`src/hdl/hsbp_pkg.sv`:
```
// Shared types and constants for the Huffman symbol bit packer.
package hsbp_pkg;

    localparam int SYMBOL_COUNT_DEF  = 256;
    localparam int MAX_CODE_BITS_DEF = 8;

    localparam int SYM_W   = 8;
    localparam int CODE_W  = 8;
    localparam int LEN_W   = 4;
    localparam int ACC_N_W = 3;
    localparam int BYTE_W  = 8;

    localparam int QUEUE_DEPTH = 4;
    localparam int QPTR_W      = $clog2(QUEUE_DEPTH);
    localparam int QCNT_W      = $clog2(QUEUE_DEPTH + 1);

    typedef enum logic [1:0] {
        KIND_LOAD   = 2'd0,
        KIND_ENCODE = 2'd1,
        KIND_FLUSH  = 2'd2,
        KIND_NONE   = 2'd3
    } t_kind;

    typedef enum logic [1:0] {
        OP_ENCODE  = 2'd0,
        OP_UNKNOWN = 2'd1,
        OP_FLUSH   = 2'd2
    } t_op;

    typedef struct packed {
        logic [CODE_W-1:0] code;
        logic [LEN_W-1:0]  len;
    } t_entry;

    typedef struct packed {
        t_op    op;
        t_entry entry;
    } t_qent;

endpackage

```
`src/hdl/hsbp_front.sv`:
```
// Front end: accepts beats, holds the code table and classifies each beat.
module hsbp_front #(
    parameter int SYMBOL_COUNT  = hsbp_pkg::SYMBOL_COUNT_DEF,
    parameter int MAX_CODE_BITS = hsbp_pkg::MAX_CODE_BITS_DEF
) (
    input  logic                       i_clk,
    input  logic                       i_rst_n,
    input  logic                       i_valid,
    output logic                       o_stall,
    input  logic [1:0]                 i_kind,
    input  logic [hsbp_pkg::SYM_W-1:0] i_symbol,
    input  logic [hsbp_pkg::CODE_W-1:0] i_code_bits,
    input  logic [hsbp_pkg::LEN_W-1:0] i_code_length,
    input  logic [hsbp_pkg::QCNT_W-1:0] i_q_count,
    output logic                       o_push,
    output hsbp_pkg::t_qent            o_push_ent
);

    localparam int AW = (SYMBOL_COUNT > 1) ? $clog2(SYMBOL_COUNT) : 1;

    hsbp_pkg::t_entry r_mem [SYMBOL_COUNT];
    logic [SYMBOL_COUNT-1:0] r_tab_vld;

    hsbp_pkg::t_entry r_rd_entry;
    logic             r_rd_vld;
    logic             r_s1_valid;
    logic             r_s1_flush;
    logic             r_s1_oob;

    logic                          accept;
    logic                          oob;
    logic [AW-1:0]                 addr;
    logic [hsbp_pkg::LEN_W-1:0]    len_sat;
    logic [hsbp_pkg::CODE_W-1:0]   mask;
    hsbp_pkg::t_entry              wr_entry;
    logic                          is_load;
    logic                          is_work;

    assign o_stall = (i_q_count + hsbp_pkg::QCNT_W'(r_s1_valid))
                     >= hsbp_pkg::QCNT_W'(hsbp_pkg::QUEUE_DEPTH);
    assign accept  = i_valid && !o_stall;
    assign oob     = {1'b0, i_symbol} >= (hsbp_pkg::SYM_W + 1)'(SYMBOL_COUNT);
    assign addr    = i_symbol[AW-1:0];
    assign is_load = (i_kind == hsbp_pkg::KIND_LOAD);
    assign is_work = (i_kind == hsbp_pkg::KIND_ENCODE) || (i_kind == hsbp_pkg::KIND_FLUSH);

    always_comb begin
        if (i_code_length > hsbp_pkg::LEN_W'(MAX_CODE_BITS)) begin
            len_sat = hsbp_pkg::LEN_W'(MAX_CODE_BITS);
        end else begin
            len_sat = i_code_length;
        end
        mask           = hsbp_pkg::CODE_W'(16'hFF00 >> len_sat);
        wr_entry.code  = i_code_bits & mask;
        wr_entry.len   = len_sat;
    end

    always_ff @(posedge i_clk) begin
        if (accept && is_load && !oob) begin
            r_mem[addr] <= wr_entry;
        end
        r_rd_entry <= r_mem[addr];
    end

    always_ff @(posedge i_clk) begin
        if (!i_rst_n) begin
            r_tab_vld  <= '0;
            r_rd_vld   <= 1'b0;
            r_s1_valid <= 1'b0;
            r_s1_flush <= 1'b0;
            r_s1_oob   <= 1'b0;
        end else begin
            if (accept && is_load && !oob) begin
                r_tab_vld[addr] <= 1'b1;
            end
            r_rd_vld   <= r_tab_vld[addr];
            r_s1_valid <= accept && is_work;
            r_s1_flush <= (i_kind == hsbp_pkg::KIND_FLUSH);
            r_s1_oob   <= oob;
        end
    end

    always_comb begin
        o_push           = r_s1_valid;
        o_push_ent.entry = r_rd_entry;
        if (r_s1_flush) begin
            o_push_ent.op = hsbp_pkg::OP_FLUSH;
        end else if (r_s1_oob || !r_rd_vld || (r_rd_entry.len == '0)) begin
            o_push_ent.op = hsbp_pkg::OP_UNKNOWN;
        end else begin
            o_push_ent.op = hsbp_pkg::OP_ENCODE;
        end
    end

endmodule

```
`src/hdl/hsbp_queue.sv`:
```
// Short queue between the classifying front end and the packing back end.
module hsbp_queue (
    input  logic                         i_clk,
    input  logic                         i_rst_n,
    input  logic                         i_push,
    input  hsbp_pkg::t_qent              i_push_ent,
    input  logic                         i_pop,
    output logic                         o_head_valid,
    output hsbp_pkg::t_qent              o_head,
    output logic [hsbp_pkg::QCNT_W-1:0]  o_count
);

    hsbp_pkg::t_qent r_mem [hsbp_pkg::QUEUE_DEPTH];
    logic [hsbp_pkg::QPTR_W-1:0] r_wp;
    logic [hsbp_pkg::QPTR_W-1:0] r_rp;
    logic [hsbp_pkg::QCNT_W-1:0] r_count;

    assign o_head_valid = (r_count != '0);
    assign o_head       = r_mem[r_rp];
    assign o_count      = r_count;

    always_ff @(posedge i_clk) begin
        if (i_push) begin
            r_mem[r_wp] <= i_push_ent;
        end
    end

    always_ff @(posedge i_clk) begin
        if (!i_rst_n) begin
            r_wp    <= '0;
            r_rp    <= '0;
            r_count <= '0;
        end else begin
            if (i_push) begin
                r_wp <= r_wp + 1'b1;
            end
            if (i_pop) begin
                r_rp <= r_rp + 1'b1;
            end
            r_count <= r_count + hsbp_pkg::QCNT_W'(i_push) - hsbp_pkg::QCNT_W'(i_pop);
        end
    end

    a_no_overflow: assert property (@(posedge i_clk) disable iff (!i_rst_n)
        i_push |-> ((r_count != hsbp_pkg::QCNT_W'(hsbp_pkg::QUEUE_DEPTH)) || i_pop))
        else $error("queue written while full");

    a_no_underflow: assert property (@(posedge i_clk) disable iff (!i_rst_n)
        i_pop |-> (r_count != '0))
        else $error("queue read while empty");

endmodule

```
`src/hdl/hsbp_back.sv`:
```
// Back end: merges code bits into the byte accumulator and holds the output beat.
module hsbp_back (
    input  logic                          i_clk,
    input  logic                          i_rst_n,
    input  logic                          i_head_valid,
    input  hsbp_pkg::t_qent               i_head,
    output logic                          o_pop,
    output logic                          o_valid,
    input  logic                          i_stall,
    output logic [hsbp_pkg::BYTE_W-1:0]   o_packed_byte,
    output logic [hsbp_pkg::LEN_W-1:0]    o_valid_bits,
    output logic                          o_is_last,
    output logic                          o_unknown_symbol
);

    logic [hsbp_pkg::BYTE_W-1:0]  r_acc;
    logic [hsbp_pkg::ACC_N_W-1:0] r_cnt;
    logic                         r_out_valid;
    logic [hsbp_pkg::BYTE_W-1:0]  r_out_byte;
    logic [hsbp_pkg::LEN_W-1:0]   r_out_bits;
    logic                         r_out_last;
    logic                         r_out_unk;

    logic [hsbp_pkg::BYTE_W-1:0]  n_acc;
    logic [hsbp_pkg::ACC_N_W-1:0] n_cnt;
    logic                         n_emit;
    logic [hsbp_pkg::BYTE_W-1:0]  n_byte;
    logic [hsbp_pkg::LEN_W-1:0]   n_bits;
    logic                         n_last;
    logic                         n_unk;

    logic [2*hsbp_pkg::BYTE_W-1:0] wide;
    logic [hsbp_pkg::LEN_W-1:0]    total;

    assign o_pop = i_head_valid && (!r_out_valid || !i_stall);

    always_comb begin
        wide  = {r_acc, hsbp_pkg::BYTE_W'(0)}
              | ({i_head.entry.code, hsbp_pkg::BYTE_W'(0)} >> r_cnt);
        total = hsbp_pkg::LEN_W'(r_cnt) + i_head.entry.len;
        n_acc  = r_acc;
        n_cnt  = r_cnt;
        n_emit = 1'b0;
        n_byte = '0;
        n_bits = '0;
        n_last = 1'b0;
        n_unk  = 1'b0;
        unique case (i_head.op)
            hsbp_pkg::OP_ENCODE: begin
                if (total >= hsbp_pkg::LEN_W'(hsbp_pkg::BYTE_W)) begin
                    n_emit = 1'b1;
                    n_byte = wide[2*hsbp_pkg::BYTE_W-1:hsbp_pkg::BYTE_W];
                    n_bits = hsbp_pkg::LEN_W'(hsbp_pkg::BYTE_W);
                    n_acc  = wide[hsbp_pkg::BYTE_W-1:0];
                    n_cnt  = hsbp_pkg::ACC_N_W'(total - hsbp_pkg::LEN_W'(hsbp_pkg::BYTE_W));
                end else begin
                    n_acc = wide[2*hsbp_pkg::BYTE_W-1:hsbp_pkg::BYTE_W];
                    n_cnt = hsbp_pkg::ACC_N_W'(total);
                end
            end
            hsbp_pkg::OP_UNKNOWN: begin
                n_emit = 1'b1;
                n_unk  = 1'b1;
            end
            hsbp_pkg::OP_FLUSH: begin
                n_emit = 1'b1;
                n_byte = r_acc;
                n_bits = hsbp_pkg::LEN_W'(r_cnt);
                n_last = 1'b1;
                n_acc  = '0;
                n_cnt  = '0;
            end
            default: begin
                n_acc = r_acc;
            end
        endcase
    end

    always_ff @(posedge i_clk) begin
        if (!i_rst_n) begin
            r_acc       <= '0;
            r_cnt       <= '0;
            r_out_valid <= 1'b0;
        end else begin
            if (o_pop) begin
                r_acc <= n_acc;
                r_cnt <= n_cnt;
            end
            if (o_pop && n_emit) begin
                r_out_valid <= 1'b1;
            end else if (!i_stall) begin
                r_out_valid <= 1'b0;
            end
        end
    end

    always_ff @(posedge i_clk) begin
        if (o_pop && n_emit) begin
            r_out_byte <= n_byte;
            r_out_bits <= n_bits;
            r_out_last <= n_last;
            r_out_unk  <= n_unk;
        end
    end

    assign o_valid          = r_out_valid;
    assign o_packed_byte    = r_out_byte;
    assign o_valid_bits     = r_out_bits;
    assign o_is_last        = r_out_last;
    assign o_unknown_symbol = r_out_unk;

    a_unk_empty: assert property (@(posedge i_clk) disable iff (!i_rst_n)
        (r_out_valid && r_out_unk) |-> (!r_out_last && (r_out_bits == '0)
                                        && (r_out_byte == '0)))
        else $error("error beat carries data");

    a_flush_clears: assert property (@(posedge i_clk) disable iff (!i_rst_n)
        (o_pop && (i_head.op == hsbp_pkg::OP_FLUSH)) |=> ((r_acc == '0) && (r_cnt == '0)))
        else $error("accumulator not cleared after flush");

endmodule

```
`src/hdl/huffman_symbol_bit_packer.sv`:
```
// Top level of the Huffman symbol bit packer.
//
// The input channel (i_valid, o_stall) carries one beat per item: kind 0 loads
// a code table entry, kind 1 encodes a symbol, kind 2 flushes the partial last
// byte, and kind 3 is dropped. The output channel (o_valid, i_stall) carries
// one beat per full byte, per flushed byte, or per unknown symbol.
// A beat may be accepted every cycle while o_stall is low, so the block
// sustains one item per cycle unless the queue fills. An encode or flush
// passes through the registered table read stage and the queue head, from
// which it is merged into the output register, before it reaches the output.
// A four-entry queue separates the table lookup from the packer. When the
// receiver stalls, the output beat holds, the queue fills, and o_stall rises
// once the queue and the lookup stage together hold four items.
// Reset clears the table valid bits, so every entry reads as unused, and
// empties the accumulator and the queue; no clearing pass runs.
module huffman_symbol_bit_packer #(
    parameter int SYMBOL_COUNT  = hsbp_pkg::SYMBOL_COUNT_DEF,
    parameter int MAX_CODE_BITS = hsbp_pkg::MAX_CODE_BITS_DEF
) (
    input  logic                        i_clk,
    input  logic                        i_rst_n,
    input  logic                        i_valid,
    output logic                        o_stall,
    input  logic [1:0]                  i_kind,
    input  logic [hsbp_pkg::SYM_W-1:0]  i_symbol,
    input  logic [hsbp_pkg::CODE_W-1:0] i_code_bits,
    input  logic [hsbp_pkg::LEN_W-1:0]  i_code_length,
    output logic                        o_valid,
    input  logic                        i_stall,
    output logic [hsbp_pkg::BYTE_W-1:0] o_packed_byte,
    output logic [hsbp_pkg::LEN_W-1:0]  o_valid_bits,
    output logic                        o_is_last,
    output logic                        o_unknown_symbol
);

    logic                        push;
    hsbp_pkg::t_qent             push_ent;
    logic                        pop;
    logic                        head_valid;
    hsbp_pkg::t_qent             head;
    logic [hsbp_pkg::QCNT_W-1:0] q_count;

    hsbp_front #(
        .SYMBOL_COUNT  (SYMBOL_COUNT),
        .MAX_CODE_BITS (MAX_CODE_BITS)
    ) u_front (
        .i_clk         (i_clk),
        .i_rst_n       (i_rst_n),
        .i_valid       (i_valid),
        .o_stall       (o_stall),
        .i_kind        (i_kind),
        .i_symbol      (i_symbol),
        .i_code_bits   (i_code_bits),
        .i_code_length (i_code_length),
        .i_q_count     (q_count),
        .o_push        (push),
        .o_push_ent    (push_ent)
    );

    hsbp_queue u_queue (
        .i_clk        (i_clk),
        .i_rst_n      (i_rst_n),
        .i_push       (push),
        .i_push_ent   (push_ent),
        .i_pop        (pop),
        .o_head_valid (head_valid),
        .o_head       (head),
        .o_count      (q_count)
    );

    hsbp_back u_back (
        .i_clk            (i_clk),
        .i_rst_n          (i_rst_n),
        .i_head_valid     (head_valid),
        .i_head           (head),
        .o_pop            (pop),
        .o_valid          (o_valid),
        .i_stall          (i_stall),
        .o_packed_byte    (o_packed_byte),
        .o_valid_bits     (o_valid_bits),
        .o_is_last        (o_is_last),
        .o_unknown_symbol (o_unknown_symbol)
    );

endmodule

```
`config.mk`:
```
export PLATFORM = sky130hd
export DESIGN_NAME = huffman_symbol_bit_packer
export DESIGN_NICKNAME = d
export VERILOG_FILES = /design/src/hdl/hsbp_pkg.sv /design/src/hdl/hsbp_front.sv /design/src/hdl/hsbp_queue.sv /design/src/hdl/hsbp_back.sv /design/src/hdl/huffman_symbol_bit_packer.sv
export SDC_FILE = /design/constraint.sdc
export NUM_CORES = 2
export LEC_CHECK = 0
export CAP_MARGIN = 20
export CORE_MARGIN = 4
export CORE_UTILIZATION = 35
export DETAILED_ROUTE_END_ITERATION = 8
export DONT_BUFFER_PORTS = 1
export SYNTH_ARGS = -nofsm -noshare
export SYNTH_HDL_FRONTEND = slang
export SYNTH_SLANG_ARGS = --single-unit
```
`constraint.sdc`:
```
create_clock -name i_clk -period 48.6 [get_ports i_clk]
set_input_delay 9.72 -clock i_clk [delete_from_list [all_inputs] [get_ports i_clk]]
set_output_delay 9.72 -clock i_clk [all_outputs]
set_load 0.005 [all_outputs]
```
### Yosys cells after proc, flatten, opt, wreduce, memory -nomap -nowiden

Memories as Yosys holds them, arrays and structs flattened. A register that Yosys moved wholly into a read port is not among the register bits.
Index checks and enable logic that the tools add are counted.
W data, S select, Z words.

* add/subtract/negate cells: 6
* order comparisons: 5
* eq/ne operators: 5
* shift-type cells: 2
* mux-type cells: 27
* bitwise gates (word level): 3
* reductions and logical operators: 20

Operator list (number)
* $or A256 B256 Y256: 1
* $pmux W8 S2: 2
* $mux W8: 2
* $or A16 B16 Y16: 1
* $shr A16 B3 Y16: 1
* $shr A16 B4 Y8 const A: 1
* $mux W1: 12
* $lt A8 B9 Y1 const B: 1
* $and A8 B8 Y8: 1
* $bmux W1 S8: 1
* $demux W1 S8: 1
* $ge A8 B1 Y1 const B: 1
* $mux W4: 2
* $pmux W4 S2: 1
* $logic_and A1 B1 Y1: 6
* $mux W2: 3
* $pmux W3 S2: 1
* $add A2 B1 Y2 const B: 2
* $add A3 B4 Y4: 1
* $eq A2 B1 Y1 const B: 2
* $eq A2 B2 Y1 const B: 2
* $ge A4 B4 Y1 const B: 1
* $gt A4 B4 Y1 const B: 1
* $logic_not A1 Y1: 4
* 14 further kinds: 17

* bits in registers: 292
* bits in writable memories: 3128
* input port bits: 26
* output and inout bits: 16
* memories: 2

Memory list
* u_front.r_mem: words 256, width 12, rd ports 1, clocked after Yosys merged registers in 1, wr ports 1, line hsbp_front.sv:21 `hsbp_pkg::t_entry r_mem [SYMBOL_COUNT];`
* u_queue.r_mem: words 4, width 14, rd ports 1, clocked after Yosys merged registers in 1, wr ports 1, line hsbp_queue.sv:13 `hsbp_pkg::t_qent r_mem [hsbp_pkg::QUEUE_DEPTH];`

### Logic depth before layout (Yosys ltp)

* depth after elaboration: 7
* gate-level depth with buffers: 12
* depth with buffers taken out: 9

### Cells and area by module

A second synthesis with hierarchy kept.

* cell total of the unflattened synthesis: 5979
* area, all modules: 131780.1 µm²

By module, submodules not included
* hsbp_front: instances 1, cells an instance 5701, area an instance 127690.0 µm²
* hsbp_queue: instances 1, cells an instance 114, area an instance 2478.6 µm²
* hsbp_back: instances 1, cells an instance 164, area an instance 1611.5 µm²

### Least setup slack after synthesis

No wires, ideal clock.

* path type: input -> register
* start point: in i_code_length[3] (netlist name)
* end point: mem u_front.r_mem[0][9] (netlist name) (data pin)
* data arrival time: 20.193 ns
* data required time: 46.320 ns
* path slack: 26.127 ns
* stages on the path: 3
* path buffers: 1
* path through: clkbuf_1 -> nor2_1 -> a21boi_0

RTL lines
* from (decl): line huffman_symbol_bit_packer.sv:27 `input logic [hsbp_pkg::LEN_W-1:0] i_code_length,`
* to (decl): line hsbp_front.sv:21

==> out/results.txt <==
status = finished with violations
failing checks = slew limit
flops & latches, synth = 3434
Pre-antenna DRT Iters = 9
GPL Wtd Cong = 0.910
clk slew on worst S/H paths = 60 ps
FF+latch area = 100000 um^2
Critical-path top delay cell = a22oi_1
Worst Max-Slew Pin Slew = 1690 ps
r2r worst-path depth = 8
Layout area overhead = 14.9%
total power = 0.00636 W
skew final = 61.5 ps
Tcrit/Tclk final = 29.2%
Netlist cell types = 61
clock buffer depth = 4
mapped cell area = 132000 um^2
Setup TNS Final = 0 ps
Remaining Overflow, GRT = 0
TritonCTS clock tree = yes
root buffer cell = clkbuf_16
Top FF cell, synth = edfxtp_1
Post-CTS Setup Inserts = 0
synth cell count leaders = edfxtp_1 (3142), mux4_2 (980), nor2_1 (297)
Post-synth ARST share = 0%
met3 usage = 3.71%
CP dominant cell by count = buf_16
fin. max-slew vios = 151
DIE WIDTH = 621 um
maxcap violations = 0
critical path's largest stage delay = 1000 ps
Arr. time, crit path = 15010 ps
yosys warns = 0
Place WS = 33860 ps
H-tree levels = 5
post-synthesis cell count = 5945
drt wl/cell = 30.2 um
Setup WS post-layout = 34400 ps
post-CTS resize count = 0
chip height = 621 um
most area-consuming cells after synthesis = edfxtp_1 (72%), mux4_2 (17%), dfxtp_1 (4.4%), o21a_1 (1.4%), mux2i_1 (1.1%)
startpoint class of the critical path = input pin
Core Area = 373000 um^2
area of the multi-input gates = 29800 um^2
die area = 386000 um^2
CTS Hold Buffers Added = 0
Final Hold Fails = 0
layer with the highest usage = met2
VDD IR max = 0.0000328 V
r2r endpoint = u_front.r_mem[18][1]
Min-Delay Path Class = reg2reg
count leader, synth = edfxtp_1
fraction of layout cells with a size suffix above 1 = 28.9%
unrepaired setup endpoints after global routing = false
crit path kind = in2reg
Overall Global Routing Usage = 17.6%
GR Util met1 = 24.3%
r2r setup slk = 44470 ps
FP Rows = 224
worst path required time = 49410 ps
initial antenna violation count = 16
static leakage = 47.5 nW
Iter 0 DRT Violations = 8135
min cycle time layout = 14200 ps
DRC = 0
Skew-Pair Late Insertion Delay = 930 ps
Peak Freq = 0.0704 GHz
# clock sinks = 3434
first-pass GRT wire length = 492000 um
vias in the first global route = 63800
Fillers = 32400
crit end category = flip-flop
tightest hold margin = 460 ps
Buffers on Ports = 0
Post-Route WL = 349000 um
CTS buffer count = 354
ANT nets after route = 0
hold path depth = 1
io pins = 42
area leader, netlist = edfxtp_1
crit-path max FO = 220
Post-synth EDFFs = 3142
Starting Density = 35.3%
Seq/Total Area, Yosys = 76.1%
reg2reg start = u_front.o_push
Min-Delay Endpoint = u_front.r_tab_vld[18]
vias per inst = 5.53
Syn Area/Cell = 22.1 um^2
Final setup viols = 0
DP Wirelength = 203000 um
Max transition margin = -12.8%
Power per Cell Area = 42.1 nW/um^2
post-synth top area share = 71.7%
# nets final = 6330
pin count of the biggest net entering global routing = 836
Hold Startpoint = u_front.r_tab_vld[18]
cells along the critical path = buf_16 -> buf_16 -> buf_16 -> mux4_2 -> mux4_2 -> a22oi_1 -> nand3_1 -> a211o_1
Synthesized Nets = 5989
met2 Usage GRT = 27.6%
via count = 64000
-- worst max-delay path by stage --
stage                      from               endpoint  slack (ps)
6_report            i_symbol[1]  u_front.o_push_ent[8]       34400
5_1_grt             i_symbol[1]    u_front.r_mem[6][3]       34320
4_1_cts             i_symbol[0]  u_front.o_push_ent[6]       34850
3_5_place_dp        i_symbol[0]  u_front.o_push_ent[6]       33860
3_3_place_gp        i_symbol[0]       u_front.r_rd_vld       33760
2_1_floorplan  i_code_length[3]    u_front.r_mem[0][9]       26130
-- flip-flops by register name, summed over array words and instances, names as in the netlist, 2 cells and up, named ones only --
register	count
u_back.r_acc	8
u_front.r_mem	3072
u_back.r_cnt	3
u_back.o_valid_bits	4
u_queue.r_rp	2
u_front.o_push_ent	12
u_queue.r_mem	56
u_back.o_packed_byte	8
u_queue.r_wp	2
u_front.r_tab_vld	256
u_queue.o_count	3
-- routing by layer --
layer  share of wire, %  routed length [um]  vias to the layer above
met5              0.015                  52                        -
met4                4.1               14200                        8
met3                8.8               30700                      625
met2                 47              164000                     3004
met1                 40              140000                    34600
li1                   -                   -                    25700
-- critical path, delay by kind of cell --
kind / cells / cell delay, ps
muxes: 2 / 960
and+or+nand+nor: 1 / 240
AOI/OAI and AO/OA: 2 / 1330
buffers and inverters: 3 / 1930
-- cell type report --
| cell class | count | area share (%) |
|---|---|---|
| antenna | 12 | 0.0199 |
| clock buffer | 472 | 6.40 |
| clock inverter | 188 | 1.47 |
| inverter | 18 | 0.0447 |
| multi-input combinational | 2150 | 19.7 |
| sequential | 3434 | 66.3 |
| tap | 4972 | 4.12 |
| timing repair buffer | 328 | 1.95 |
-- report_power, final --
group / switching, W / leakage, nW / internal, W
registers: 0.0000206 / 30.9 / 0.00325
clock network: 0.00114 / 5.77 / 0.00161
logic: 0.000209 / 10.9 / 0.000128
-- cell usage in the layout (no fill, tap or decap), types with 38 or more instances in the layout --
master,synthesis,final
a22oi_1,72,72
buf_4,47,262
buf_6,19,46
bufinv_16,0,38
clkbuf_1,143,85
clkbuf_16,0,358
clkinv_1,1,46
clkinv_2,0,60
dfxtp_1,292,292
edfxtp_1,3142,3142
mux2i_1,146,146
mux4_2,980,980
nand2_1,73,61
nand3_1,46,42
nor2_1,297,284
o21a_1,253,252
o22ai_1,38,38
-- cell families after synthesis --
kind of cell | count (synthesis) | share of synthesized area, %
AO/OA/AOI/OAI | 470 | 2.57
XOR/XNOR | 7 | 0.0466
adder cells (fa/ha/maj) | 18 | 0.177
buffers and inverters | 361 | 1.36
flip-flops | 3434 | 76.1
multiplexers | 1140 | 18.0
AND/OR/NAND/NOR | 515 | 1.71
-- through the flow --
stage	cells	instance area, um^2	util [%]
6_report	11600	151000	40.5
3_5_place_dp	10900	139000	37.2
5_1_grt	11600	151000	40.5
2_1_floorplan	5945	132000	-
4_1_cts	11500	151000	40.4
3_3_place_gp	10800	138000	37.1
Power figures use the tool's default switching activity.
